--- src/decimal_number_literal_recognizer_top_assert.svh ---
// Assertion macros for the decimal number literal recognizer.
`ifndef DECIMAL_NUMBER_LITERAL_RECOGNIZER_TOP_ASSERT_SVH
`define DECIMAL_NUMBER_LITERAL_RECOGNIZER_TOP_ASSERT_SVH

// Consequent must hold in the same cycle as the antecedent.
`define DNLR_ASSERT_NOW(label, clk, rst, ante, cons) \
   label: assert property (@(posedge clk) disable iff (rst) (ante) |-> (cons)) \
      else $error("dnlr assertion failed");

// Consequent must hold in the cycle after the antecedent.
`define DNLR_ASSERT_NEXT(label, clk, rst, ante, cons) \
   label: assert property (@(posedge clk) disable iff (rst) (ante) |=> (cons)) \
      else $error("dnlr assertion failed");

// Condition must hold at every clock edge.
`define DNLR_ASSERT_ALWAYS(label, clk, rst, cond) \
   label: assert property (@(posedge clk) disable iff (rst) (cond)) \
      else $error("dnlr assertion failed");

`endif

--- src/dnlr_pkg.sv ---
// Shared types and character constants for the decimal number literal recognizer.
package dnlr_pkg;

   // Character codes that the grammar reacts to.
   localparam logic [7:0] CHAR_PLUS    = 8'h2B;
   localparam logic [7:0] CHAR_MINUS   = 8'h2D;
   localparam logic [7:0] CHAR_DOT     = 8'h2E;
   localparam logic [7:0] CHAR_ZERO    = 8'h30;
   localparam logic [7:0] CHAR_NINE    = 8'h39;
   localparam logic [7:0] CHAR_EXP_LO  = 8'h65;
   localparam logic [7:0] CHAR_EXP_UP  = 8'h45;

   // Position in the number grammar, one-hot.
   typedef enum logic [9:0] {
      PH_START    = 10'b00_0000_0001,
      PH_SIGN     = 10'b00_0000_0010,
      PH_INT      = 10'b00_0000_0100,
      PH_DOT_BARE = 10'b00_0000_1000,
      PH_DOT_INT  = 10'b00_0001_0000,
      PH_FRAC     = 10'b00_0010_0000,
      PH_EXP_MARK = 10'b00_0100_0000,
      PH_EXP_SIGN = 10'b00_1000_0000,
      PH_EXP_DIG  = 10'b01_0000_0000,
      PH_DEAD     = 10'b10_0000_0000
   } phase_type;

   // Verdict on the bytes seen so far.
   typedef struct packed {
      logic is_number;
      logic rejected;
   } verdict_type;

endpackage

--- src/dnlr_phase_logic.sv ---
// Next-phase and verdict logic for one byte of a number token.
module dnlr_phase_logic (
   input  dnlr_pkg::phase_type   phase_cur,
   input  logic [7:0]            char_code,
   output dnlr_pkg::phase_type   phase_nxt,
   output dnlr_pkg::verdict_type verdict
);

   logic is_dig;
   logic is_sgn;
   logic is_exp;
   logic is_dot;

   // Classify the byte.
   always_comb begin
      is_dig = char_code inside {[dnlr_pkg::CHAR_ZERO:dnlr_pkg::CHAR_NINE]};
      is_sgn = char_code inside {dnlr_pkg::CHAR_PLUS, dnlr_pkg::CHAR_MINUS};
      is_exp = char_code inside {dnlr_pkg::CHAR_EXP_LO, dnlr_pkg::CHAR_EXP_UP};
      is_dot = (char_code == dnlr_pkg::CHAR_DOT);
   end

   // Grammar transitions; any code that names no phase acts as rejected.
   always_comb begin
      phase_nxt = dnlr_pkg::PH_DEAD;
      case (phase_cur)
         dnlr_pkg::PH_START: begin
            if (is_sgn)      phase_nxt = dnlr_pkg::PH_SIGN;
            else if (is_dig) phase_nxt = dnlr_pkg::PH_INT;
            else if (is_dot) phase_nxt = dnlr_pkg::PH_DOT_BARE;
         end
         dnlr_pkg::PH_SIGN: begin
            if (is_dig)      phase_nxt = dnlr_pkg::PH_INT;
            else if (is_dot) phase_nxt = dnlr_pkg::PH_DOT_BARE;
         end
         dnlr_pkg::PH_INT: begin
            if (is_dig)      phase_nxt = dnlr_pkg::PH_INT;
            else if (is_dot) phase_nxt = dnlr_pkg::PH_DOT_INT;
            else if (is_exp) phase_nxt = dnlr_pkg::PH_EXP_MARK;
         end
         dnlr_pkg::PH_DOT_BARE: begin
            if (is_dig)      phase_nxt = dnlr_pkg::PH_FRAC;
         end
         dnlr_pkg::PH_DOT_INT, dnlr_pkg::PH_FRAC: begin
            if (is_dig)      phase_nxt = dnlr_pkg::PH_FRAC;
            else if (is_exp) phase_nxt = dnlr_pkg::PH_EXP_MARK;
         end
         dnlr_pkg::PH_EXP_MARK: begin
            if (is_sgn)      phase_nxt = dnlr_pkg::PH_EXP_SIGN;
            else if (is_dig) phase_nxt = dnlr_pkg::PH_EXP_DIG;
         end
         dnlr_pkg::PH_EXP_SIGN, dnlr_pkg::PH_EXP_DIG: begin
            if (is_dig)      phase_nxt = dnlr_pkg::PH_EXP_DIG;
         end
         default: begin
            phase_nxt = dnlr_pkg::PH_DEAD;
         end
      endcase
   end

   // A prefix is a number when it ends on a digit-bearing phase or a trailing dot.
   always_comb begin
      verdict.is_number = (phase_nxt == dnlr_pkg::PH_INT)     ||
                          (phase_nxt == dnlr_pkg::PH_DOT_INT) ||
                          (phase_nxt == dnlr_pkg::PH_FRAC)    ||
                          (phase_nxt == dnlr_pkg::PH_EXP_DIG);
      verdict.rejected  = (phase_nxt == dnlr_pkg::PH_DEAD);
   end

endmodule

--- src/decimal_number_literal_recognizer_top.sv ---
// Top level of the decimal number literal recognizer: input register, phase, output register.
// A word accepted into the input register passes its verdict to the output register and out on rsp_.
// Throughput: one word per cycle unless a stalled result holds the input register; the phase
// update is a single step of a ten-state one-hot machine between the input and output registers.
// The output register is taken while a new word enters, so no bubble is needed.
// Reset (synchronous, active high) empties both registers and returns the phase to start.
`include "decimal_number_literal_recognizer_top_assert.svh"

module decimal_number_literal_recognizer_top (
   input  logic       clock,
   input  logic       reset,
   input  logic       req_valid,
   output logic       req_ready,
   input  logic [7:0] req_char_code,
   input  logic       req_last_char,
   output logic       rsp_valid,
   input  logic       rsp_ready,
   output logic       rsp_is_number,
   output logic       rsp_rejected,
   output logic       rsp_token_end
);

   logic                  s1_valid_ff, s1_valid_in;
   logic [7:0]            s1_char_ff, s1_char_in;
   logic                  s1_last_ff, s1_last_in;
   dnlr_pkg::phase_type   phase_ff, phase_in;
   logic                  out_valid_ff, out_valid_in;
   dnlr_pkg::verdict_type out_verdict_ff, out_verdict_in;
   logic                  out_end_ff, out_end_in;

   dnlr_pkg::phase_type   phase_nxt;
   dnlr_pkg::verdict_type verdict;
   logic                  s1_fire;
   logic                  req_fire;

   // Grammar step for the word held in the input register.
   dnlr_phase_logic u_phase_logic (
      .phase_cur (phase_ff),
      .char_code (s1_char_ff),
      .phase_nxt (phase_nxt),
      .verdict   (verdict)
   );

   // The input register moves on when the output register is empty or being drained.
   assign s1_fire   = s1_valid_ff && (!out_valid_ff || rsp_ready);
   assign req_ready = !s1_valid_ff || s1_fire;
   assign req_fire  = req_valid && req_ready;

   // Next values for the input register, phase and output register.
   always_comb begin
      s1_valid_in    = s1_valid_ff;
      s1_char_in     = s1_char_ff;
      s1_last_in     = s1_last_ff;
      phase_in       = phase_ff;
      out_valid_in   = out_valid_ff;
      out_verdict_in = out_verdict_ff;
      out_end_in     = out_end_ff;

      if (s1_fire) begin
         s1_valid_in = 1'b0;
      end
      if (req_fire) begin
         s1_valid_in = 1'b1;
         s1_char_in  = req_char_code;
         s1_last_in  = req_last_char;
      end

      if (out_valid_ff && rsp_ready) begin
         out_valid_in = 1'b0;
      end
      if (s1_fire) begin
         out_valid_in   = 1'b1;
         out_verdict_in = verdict;
         out_end_in     = s1_last_ff;
         phase_in       = s1_last_ff ? dnlr_pkg::PH_START : phase_nxt;
      end
   end

   // Control state is reset; payload registers are not.
   always_ff @(posedge clock) begin
      if (reset) begin
         s1_valid_ff  <= 1'b0;
         out_valid_ff <= 1'b0;
         phase_ff     <= dnlr_pkg::PH_START;
      end else begin
         s1_valid_ff  <= s1_valid_in;
         out_valid_ff <= out_valid_in;
         phase_ff     <= phase_in;
      end
      s1_char_ff     <= s1_char_in;
      s1_last_ff     <= s1_last_in;
      out_verdict_ff <= out_verdict_in;
      out_end_ff     <= out_end_in;
   end

   assign rsp_valid     = out_valid_ff;
   assign rsp_is_number = out_verdict_ff.is_number;
   assign rsp_rejected  = out_verdict_ff.rejected;
   assign rsp_token_end = out_end_ff;

   // A verdict cannot be both a number and rejected.
   `DNLR_ASSERT_NOW(a_verdict_excl, clock, reset, rsp_valid, !(rsp_is_number && rsp_rejected))
   // A stalled result blocks the input register from moving on.
   `DNLR_ASSERT_NOW(a_stall_holds, clock, reset, rsp_valid && !rsp_ready, !s1_fire)
   // The last word of a token sends the phase back to start.
   `DNLR_ASSERT_NEXT(a_token_restart, clock, reset, s1_fire && s1_last_ff,
      phase_ff == dnlr_pkg::PH_START)
   // The phase register always holds exactly one phase.
   `DNLR_ASSERT_ALWAYS(a_phase_onehot, clock, reset, $onehot(phase_ff))

endmodule

--- config.mk ---
export PLATFORM = sky130hd
export DESIGN_NAME = decimal_number_literal_recognizer_top
export DESIGN_NICKNAME = d
export VERILOG_FILES = /design/src/dnlr_pkg.sv /design/src/dnlr_phase_logic.sv /design/src/decimal_number_literal_recognizer_top.sv
export VERILOG_INCLUDE_DIRS = /design/src /design/src/src
export SDC_FILE = /design/constraint.sdc
export NUM_CORES = 1
export LEC_CHECK = 0
export ABC_AREA = 1
export BUFFER_PORTS_ARGS = -buffer_cell sky130_fd_sc_hd__buf_2
export CAP_MARGIN = 5
export CORE_MARGIN = 3
export CORE_UTILIZATION = 40
export CTS_CLUSTER_DIAMETER = 120
export CTS_CLUSTER_SIZE = 25
export DETAILED_ROUTE_END_ITERATION = 8
export HOLD_SLACK_MARGIN = 0.15
export PLACE_DENSITY_LB_ADDON = 0.15
export SETUP_SLACK_MARGIN = 0.3
export SYNTH_ARGS = -nofsm -noshare
export SYNTH_HDL_FRONTEND = slang
export SYNTH_SLANG_ARGS = --single-unit
--- constraint.sdc ---
create_clock -name clock -period 3 [get_ports clock]
set_clock_uncertainty 0.1 [all_clocks]
set_input_delay 0.15 -clock clock [delete_from_list [all_inputs] [get_ports clock]]
set_output_delay 0.15 -clock clock [all_outputs]
set_load 0.005 [all_outputs]
==> results of run 1 <==
## cells by family after synthesis
logic type	count (synthesis)	synth area share
and+or+nand+nor	94	0.3817
DFF	24	0.4938
buffers and inverters	20	0.06173
AOI/OAI and AO/OA	14	0.06275
## cell type report
type,count,area (um2)
Timing Repair Buffer,31,225.2
Clock buffer,3,22.52
Multi-Input combinational cell,108,540.5
Inverter,18,67.56
Tap cell,31,38.79
Clock inverter,1,3.754
Sequential cell,24,600.6
Fill cell,262,1330
## worst min-delay path by stage
stage | slack, ps | cells past startpoint | startpoint | end
after floorplan | 110 | 1 | reset | phase_ff[9]
after global placement | 230 | 1 | req_char_code[5] | s1_char_ff[5]
after detailed placement | 230 | 1 | req_char_code[7] | s1_char_ff[7]
after CTS | 410 | 2 | phase_ff[7] | phase_ff[7]
after global routing | 420 | 2 | req_char_code[3] | s1_char_ff[3]
final | 410 | 2 | phase_ff[7] | phase_ff[7]
## flip-flops by register name, indices dropped and copies added, names as in the netlist
register	cells
s1_valid_ff	1
rsp_valid	1
phase_ff	10
rsp_rejected	1
s1_last_ff	1
rsp_is_number	1
s1_char_ff	8
rsp_token_end	1
## report_power, final
part	internal [uW]	switching, uW
logic	29.0	31.7
clock network	48.5	88.0
registers	357	7.66
total	435	127
## routing by layer
metal	up-vias	GRT usage
met5	-	0
met1	485	0.1837
met2	15	0.2870
li1	559	-
met3	2	0.04612
met4	0	0.03715
## what timing repair did
action | in CTS | in global routing
endpoints found under the hold margin | 21 | 0
gates resized for setup | 0 | 0
hold buffers | 14 | 0
## metrics by stage
step	utilization	total power (uW)	instance area (um2)	hold slack, ps
after detailed placement	0.4710	418.5	1333	228.7
after CTS	0.5299	570.9	1499	411.6
after floorplan	-	401.5	1216	112.4
final	0.5299	561.9	1499	409.8
after global routing	0.5299	600.5	1499	423.3
after global placement	0.4710	417.3	1333	226.1
## layout by cell type, fill, tap and decap left out
master and count:
nand2_1 33, nand3_1 17, buf_2 17, inv_1 16, nor2_1 16, dlygate4sd3_1 14
dfxtp_1 12, edfxtp_1 12, nor2_2 11, a21oi_1 11, nand2_2 8, nand3_2 3
clkbuf_4 3, nor2_4 2, inv_2 2, nor4_1 2, nor3_1 1, o21ai_1 1
nand4_1 1, o21bai_1 1, a21oi_2 1, clkinv_1 1
## synthesized netlist by cell type, drive strengths merged
master,instances
nand3,20
nor4,2
a21oi,12
dfxtp,12
nand4,1
o21bai,1
edfxtp,12
nor3,1
nor2,29
inv,18
clkbuf,2
nand2,41
o21ai,1
## critical path, cell delays in order
cell           delay (ps)
dlygate4sd3_1         530
buf_2                 120
inv_1                  70
nand2_1                60
nand2_1               290
a21oi_1               110
dlygate4sd3_1         560
==> flow_metrics.py, run 1 <==
metrics = {
    "routing": {
        "drc_errors": 0,
        "wl_met1_um": 1129,
        "top_layer": "met4",
        "avgRoutedWirePerCell_um": 11.34,
        "drt_iter0_drc": 36,
        "wl_met3_um": 76,
        "ant_nets": 0,
        "wl_um": 2450,
        "viasPerCell": 4.912,
        "drt_first_pass_iters": 4,
        "num_vias": 1061,
        "wl_met2_um": 1224,
    },
    "setup_path": {
        "r2r_start": "s1_char_ff[1]",
        "rrSetupSlack_ps": 1280,
        "crit_required_ps": 3100,
        "r2r-end": "rsp_rejected",
        "endpoint": "rsp_valid",
        "critical_path_class": "input port to register",
        "path_max_fanout": 12,
        "worstSetupStartpointType": "input port",
        "worst_r2r_path_depth": 6,
        "crit_arrival_ps": 1880,
        "critPathLaunch": "rsp_ready",
        "cp-end-kind": "register",
    },
    "global_route": {
        "grt_pass1_vias": 1084,
        "grt_pass1_wl_um": 4402,
        "gr-total-overflow": 0,
        "antenna_found_initial": 0,
        "grt_usage": 0.1588,
        "grt_max_degree": 14,
    },
    "timing": {
        "timing_hold_violations_final": 0,
        "setup_slack_ps": 1222,
        "tightest_slew_ps": 442.7,
        "fin_tns_setup_ps": 0,
        "max_clock_freq_mhz": 562.5,
        "slew_headroom": 0.7038,
        "finalCritPeriodShare": 0.5926,
        "slew_viol_final": 0,
        "min_period_ps": 1778,
        "setup_viol": 0,
        "rsz0062_at_grt": "no",
    },
    "cts": {
        "clock_latency_ps": 300,
        "postCtsSetupRepairBufs": 0,
        "cts_buffers": 3,
        "clockBufferDepth": 2,
        "cts_root_buf": "clkbuf_4",
        "cts_tree": "yes",
        "cts.sinks": 24,
        "h-tree-depth": 1,
        "clkTransAtPathRegs_ps": 120,
    },
    "cells_and_area": {
        "n_antenna_cell": 0,
        "final_cells": 216,
        "syn_to_final_growth_pct": 23.25,
        "fin_nets": 199,
        "drive_gt1_frac": 0.2541,
    },
    "floorplanning": {
        "die_area_um2": 3738,
        "start_util": 0.4299,
        "rows": 19,
        "fp.dieW_um": 61.14,
        "core-area_um2": 2829,
        "die_y_um": 61.14,
        "pin_count": 18,
    },
    "synth": {
        "synth.distinct_cells": 19,
        "ys_seq_elements": 24,
        "syn_area_um2": 1216,
        "yosys-top-cells-area": "edfxtp_1, dfxtp_1, nand2_1",
        "yosysWarnings": 0,
        "synth_cells": 152,
        "yosysSeqAreaShare": 0.4938,
        "yosysTopAreaCell": "edfxtp_1",
        "synthesis.nets": 165,
        "synth_top_area_share": 0.2963,
        "syn_area_per_cell_um2": 8.001,
    },
    "min_path": {
        "hold_class": "register to register",
    },
    "place": {
        "dp_hpwl_um": 1893,
        "dp_slack_ps": 1332,
        "port_buffers": 17,
        "place.gp.congestion": 0.8282,
        "place_inst": 198,
    },
    "power": {
        "ir_drop_v": 0.0002022,
        "p_leak_uw": 0.0006457,
        "power_density_nw_per_um2": 374.8,
    },
    "job": {
        "cap_violations": 0,
    },
    "outcome": {
        "status": "complete, no violations",
    },
}
No activity file was read; power rests on OpenSTA's default activity.
==> inputs of run 2 (changes only) <==
==> constraint.sdc (replaced) <==
create_clock -name clock -period 1.5 [get_ports clock]
set_clock_uncertainty 0.1 [all_clocks]
set_input_delay 0.075 -clock clock [delete_from_list [all_inputs] [get_ports clock]]
set_output_delay 0.075 -clock clock [all_outputs]
set_load 0.005 [all_outputs]
==> run 2 against run 1 <==
The flow now finishes with violations (negative hold slack, negative setup slack). Via count up 12%. Count of clock-buffer cells in the layout is 1 higher. Wire length increased by 26%. Final cell count rose by 9.3%. Combinational power rose to 2.7 times the previous value. Cell area up 17%. Register-to-register slack got worse by 1500 ps. Core utilization increased by 9.2 points. Global-route usage up 2.1 points. Critical path type is now register to register.
==> flow_metrics.py, run 2 (synthesis results as in run 1) <==
metrics = {
    "outcome": {
        "status": "complete, but fails checks",
        "violations": "negative hold slack, negative setup slack",
    },
    "cells_and_area": {
        "regMostFlops": "phase_ff",
        "final_core_util": 0.6223,
        "regArea_um2": 606.8,
        "num-fill-cells": 222,
        "multi_input_area_um2": 635.6,
        "layout_commonest_cell": "nand2_1",
        "largest_reg_flops": 10,
        "fin_nets": 219,
        "drive_gt1_frac": 0.4683,
        "syn_to_final_growth_pct": 44.75,
        "top_regs": "phase_ff x10, s1_char_ff x8",
        "layout_common_cells": "nand2_1, buf_4, buf_2, nand2_2, nor2_1",
        "n_antenna_cell": 0,
    },
    "routing": {
        "ant_nets": 0,
        "num_vias": 1189,
        "drt_first_pass_iters": 6,
        "wl_um": 3094,
        "avgRoutedWirePerCell_um": 13.11,
        "drc_errors": 0,
        "drt_iter0_drc": 40,
        "viasPerCell": 5.038,
    },
    "timing": {
        "fin_tns_setup_ps": -635.2,
        "tightest_slew_ps": 364.7,
        "setup_slack_ps": -176.3,
        "rsz0062_at_grt": "yes",
        "finalCritPeriodShare": 1.118,
        "hold-worst-slack_ps": -39.93,
        "setup_viol": 6,
        "timing_hold_violations_final": 2,
        "max_clock_freq_mhz": 596.5,
        "slew_headroom": 0.7546,
        "slew_viol_final": 0,
        "min_period_ps": 1676,
    },
    "cts": {
        "cts_buffers": 3,
        "cts_root_buf": "clkbuf_4",
        "clock_latency_ps": 310,
        "ctsHoldBuffers": 11,
        "cts.sinks": 24,
        "clkTransAtPathRegs_ps": 120,
        "h-tree-depth": 1,
        "cts_tree": "yes",
        "clockBufferDepth": 2,
    },
    "setup_path": {
        "crit_arrival_ps": 1840,
        "path_max_fanout": 4,
        "r2r_start": "s1_char_ff[1]",
        "r2r-end": "phase_ff[9]",
        "rrSetupSlack_ps": -180,
        "crit_required_ps": 1660,
        "cp-end-kind": "register",
        "worst_r2r_path_depth": 10,
        "worstSetupStartpointType": "register",
        "critical_path_class": "register to register",
    },
    "floorplanning": {
        "core-area_um2": 2829,
        "die_area_um2": 3738,
        "rows": 19,
        "pin_count": 18,
        "start_util": 0.4299,
        "die_y_um": 61.14,
        "fp.dieW_um": 61.14,
    },
    "place": {
        "place.gp.congestion": 0.9193,
        "dp_slack_ps": -83.17,
        "port_buffers": 17,
        "dp_hpwl_um": 2171,
    },
    "power": {
        "power_density_nw_per_um2": 699.0,
        "p_leak_uw": 0.0007584,
        "ir_drop_v": 0.0006568,
    },
    "min_path": {
        "hold_start": "rsp_ready",
        "worstHoldPathCells": 4,
        "hold-path-endpoint": "s1_valid_ff",
        "hold_class": "input port to register",
    },
    "global_route": {
        "gr-total-overflow": 0,
        "grt_pass1_wl_um": 4857,
        "antenna_found_initial": 0,
        "grt_pass1_vias": 1106,
        "grt_max_degree": 14,
        "grt_usage": 0.1796,
    },
    "job": {
        "cap_violations": 0,
    },
}
## run 2: changes by cell type in the layout (fill, tap and decap cells not counted), sizes merged
cell         previous run  this run
dlygate4sd3            14        11
clkbuf                  3         4
buf                    17        39
clkinvlp                0         2
clkinv                  1         0
inv                    18        17
## run 2: how the worst max path moves through the flow
stage / start / cells after the start / end
after floorplan: s1_char_ff[4] / 9 / rsp_rejected
after CTS: s1_char_ff[6] / 11 / phase_ff[9]
after global placement: s1_char_ff[1] / 6 / rsp_rejected
after global routing: s1_char_ff[1] / 10 / phase_ff[9]
final: s1_char_ff[1] / 10 / phase_ff[9]
after detailed placement: s1_char_ff[6] / 11 / phase_ff[9]
## run 2: final cells by class
| type | instances | area share |
|---|---|---|
| repair buffers | 50 | 0.2068 |
| flip-flops and latches | 24 | 0.3447 |
| multi-input cells | 108 | 0.3611 |
| clock buffers | 4 | 0.02061 |
| repair inverters | 1 | 0.004264 |
| well taps | 31 | 0.02203 |
| inverters | 18 | 0.04051 |
## run 2: through the flow
step | cell area (um2) | total power [uW] | std cells | hold WS [ps]
after CTS | 1724 | 1236 | 234 | -60.00
final | 1760 | 1230 | 236 | -39.93
after detailed placement | 1444 | 853.9 | 211 | 153.1
after floorplan | 1230 | 807.5 | 152 | 37.44
after global placement | 1444 | 848.4 | 211 | 151.5
after global routing | 1760 | 1285 | 236 | -29.34
## run 2: timing repair
action | 4_1_cts | 5_1_grt
hold endpoints to repair | 30 | 2
gates cloned | 1 | 0
setup endpoints to repair | 20 | 22
resized for setup | 22 | 7
buffers inserted | 7 | 2
pin swaps | 10 | 4
## run 2: metal layers
metal | wire, um | up-vias | global-route usage
met3 | 169 | 4 | 0.04612
met4 | 48 | 0 | 0.06192
met5 | 0 | - | 0
li1 | - | 599 | -
met1 | 1308 | 548 | 0.2096
met2 | 1568 | 38 | 0.3172
## run 2: where the power goes
group	switching (uW)	internal, uW
clock network	189	148
logic	83.4	77.5
registers	17.2	715
## run 2: worst max-delay path: stages (launching register included)
cell	delay (ps)
edfxtp_1	440
nor2_1	80
nor2_2	190
nand3_2	130
nand2_2	120
nand2_2	70
nand2_2	80
nand2_2	60
nor2_2	90
nand3_2	110
a21oi_2	150
==> inputs of run 3 (changes only) <==
--- a/config.mk
+++ b/config.mk
@@ -15,6 +15,7 @@
 export CTS_CLUSTER_SIZE = 25
 export DETAILED_ROUTE_END_ITERATION = 8
 export HOLD_SLACK_MARGIN = 0.15
+export MAX_ROUTING_LAYER = met4
 export PLACE_DENSITY_LB_ADDON = 0.15
 export SETUP_SLACK_MARGIN = 0.3
 export SYNTH_ARGS = -nofsm -noshare
==> run 3 against run 2 <==
The flow still finishes with violations (negative hold slack, negative setup slack). Flip-flop and latch count unchanged. Core utilization increased by 4.2 points. Sequential share of layout area decreased by 2.0 points. Total power increased by 11%. Clock power increased by 37%. Critical path depth decreased by 1. Via count about the same.
==> flow_metrics.py, run 3 (synthesis results as in run 1) <==
metrics = {
    "outcome": {
        "status": "complete, but fails checks",
        "violations": "negative hold slack, negative setup slack",
    },
    "global_route": {
        "grt_usage": 0.1841,
        "gr-total-overflow": 0,
        "grt_max_degree": 15,
        "grt_pass1_vias": 1142,
        "grt_pass1_wl_um": 4961,
        "antenna_found_initial": 0,
    },
    "setup_path": {
        "worst_r2r_path_depth": 9,
        "r2r_start": "s1_char_ff[6]",
        "path_buf_inv": 1,
        "crit_required_ps": 1550,
        "worst-path-stages": 9,
        "endpoint": "rsp_rejected",
        "crit_top_cell": "nand2_2",
        "r2r-end": "rsp_rejected",
        "critPathMaxStageDelay_ps": 450,
        "critical_path_class": "register to register",
        "path_max_fanout": 3,
        "crit_arrival_ps": 1680,
        "cp-end-kind": "register",
        "rrSetupSlack_ps": -130,
        "critPathLaunch": "s1_char_ff[6]",
        "worstSetupStartpointType": "register",
        "crit_chain": "inv_2 > nand2_2 > nor2_4 > nand3_2 > nand2_2 > nand2_2 > nand2_2 > nand2_2 > nor4_4",
        "cp_slowest_cell": "edfxtp_1",
        "path_delay_family": "simple AND/OR/NAND/NOR gates",
    },
    "timing": {
        "slew_headroom": 0.8129,
        "tightest_slew_ps": 280.7,
        "hold-worst-slack_ps": -65.56,
        "slew_viol_final": 0,
        "finalCritPeriodShare": 1.086,
        "setup_viol": 5,
        "setup_slack_ps": -129.3,
        "max_clock_freq_mhz": 613.8,
        "timing_hold_violations_final": 2,
        "min_period_ps": 1629,
        "rsz0062_at_grt": "yes",
    },
    "cells_and_area": {
        "drive_gt1_frac": 0.5000,
        "fin_nets": 222,
        "largest_reg_flops": 10,
        "n_antenna_cell": 0,
        "regMostFlops": "phase_ff",
        "design_area_um2": 1879,
        "top_regs": "phase_ff x10, s1_char_ff x8",
        "syn_to_final_growth_pct": 54.53,
        "layout_common_cells": "nand2_1, buf_4, buf_2, inv_1, nor2_1",
        "num-fill-cells": 216,
        "layout_commonest_cell": "nand2_1",
    },
    "floorplanning": {
        "start_util": 0.4299,
        "die_y_um": 61.14,
        "die_area_um2": 3738,
        "rows": 19,
        "pin_count": 18,
        "core-area_um2": 2829,
        "fp.dieW_um": 61.14,
    },
    "cts": {
        "cts_root_buf": "clkbuf_4",
        "cts_buffers": 3,
        "clkTransAtPathRegs_ps": 130,
        "clock_latency_ps": 320,
        "clockBufferDepth": 2,
        "h-tree-depth": 1,
        "ctsHoldBuffers": 11,
        "cts.sinks": 24,
        "cts_tree": "yes",
    },
    "place": {
        "place.gp.congestion": 0.9478,
        "post_dp_cell_area_um2": 1466,
        "port_buffers": 17,
        "dp_hpwl_um": 2139,
    },
    "routing": {
        "drt_first_pass_iters": 4,
        "wl_um": 3030,
        "viasPerCell": 4.971,
        "drc_errors": 0,
        "ant_nets": 0,
        "drt_iter0_drc": 44,
        "avgRoutedWirePerCell_um": 12.68,
        "num_vias": 1188,
    },
    "min_path": {
        "hold_class": "input port to register",
        "worstHoldPathCells": 4,
    },
    "power": {
        "p_leak_uw": 0.0008038,
        "power_density_nw_per_um2": 726.7,
        "ir_drop_v": 0.0006517,
    },
    "job": {
        "cap_violations": 0,
    },
}
run 3: cell types whose count changed in the layout (fill, tap and decap cells not counted), sizes merged:
cell	previous run	this run
clkinvlp	2	0
buf	39	43
clkbuf	4	3
inv	17	18
bufinv	0	1
run 3: power breakdown:
group	leakage (uW)	switching, uW	internal, uW	total, uW
logic	0.000564	87.7	85.8	173
registers	0.000212	17.1	713	730
clock network	0.0000279	192	270	462
total	0.000804	297	1070	1370
run 3: final cells by class:
type	instances	area, um2	area share
tap	31	38.79	0.02064
timing repair buffer	54	409.1	0.2177
multi-input combinational	108	701.9	0.3735
clock buffer	3	22.52	0.01198
sequential	24	609.3	0.3242
clock inverter	1	30.03	0.01598
inverter	18	67.56	0.03595
run 3: repair_timing:
item	4_1_cts	5_1_grt
endpoints found under the setup margin	20	22
cloned	0	0
pin swaps	20	13
resized for setup	23	20
setup buffers	6	4
hold endpoints to repair	30	2
run 3: worst min-delay path by stage:
| stage | from | end |
|---|---|---|
| after floorplan | reset | phase_ff[9] |
| after global placement | req_char_code[3] | s1_char_ff[3] |
| after detailed placement | req_char_code[6] | s1_char_ff[6] |
| after CTS | rsp_ready | rsp_valid |
| after global routing | rsp_ready | rsp_valid |
| final | rsp_ready | rsp_valid |
run 3: worst register-to-register path: cells and delay by family, from the launching register on:
family	cells	cell delay, ps
AND/OR/NAND/NOR	8	830
flip-flops	1	450
buffers and inverters	1	70
run 3: through the flow:
| step | setup TNS, ps | util | cells | power (uW) | setup slack [ps] |
|---|---|---|---|---|---|
| after floorplan | 0 | - | 152 | 807.5 | 59.04 |
| after global placement | -57.07 | 0.5184 | 214 | 849.4 | -46.30 |
| after detailed placement | -159.4 | 0.5184 | 214 | 852.8 | -130.7 |
| after CTS | -231.3 | 0.6254 | 235 | 1368 | -121.5 |
| after global routing | -970.3 | 0.6643 | 239 | 1425 | -226.7 |
| final | -367.4 | 0.6643 | 239 | 1366 | -129.3 |
run 3: layer usage:
layer	global-route usage	vias to the layer above	wire length (um)
met5	-	-	0
met4	0.02786	0	18
met3	0.05031	4	107
met2	0.3051	24	1531
met1	0.2283	552	1372
li1	-	608	-
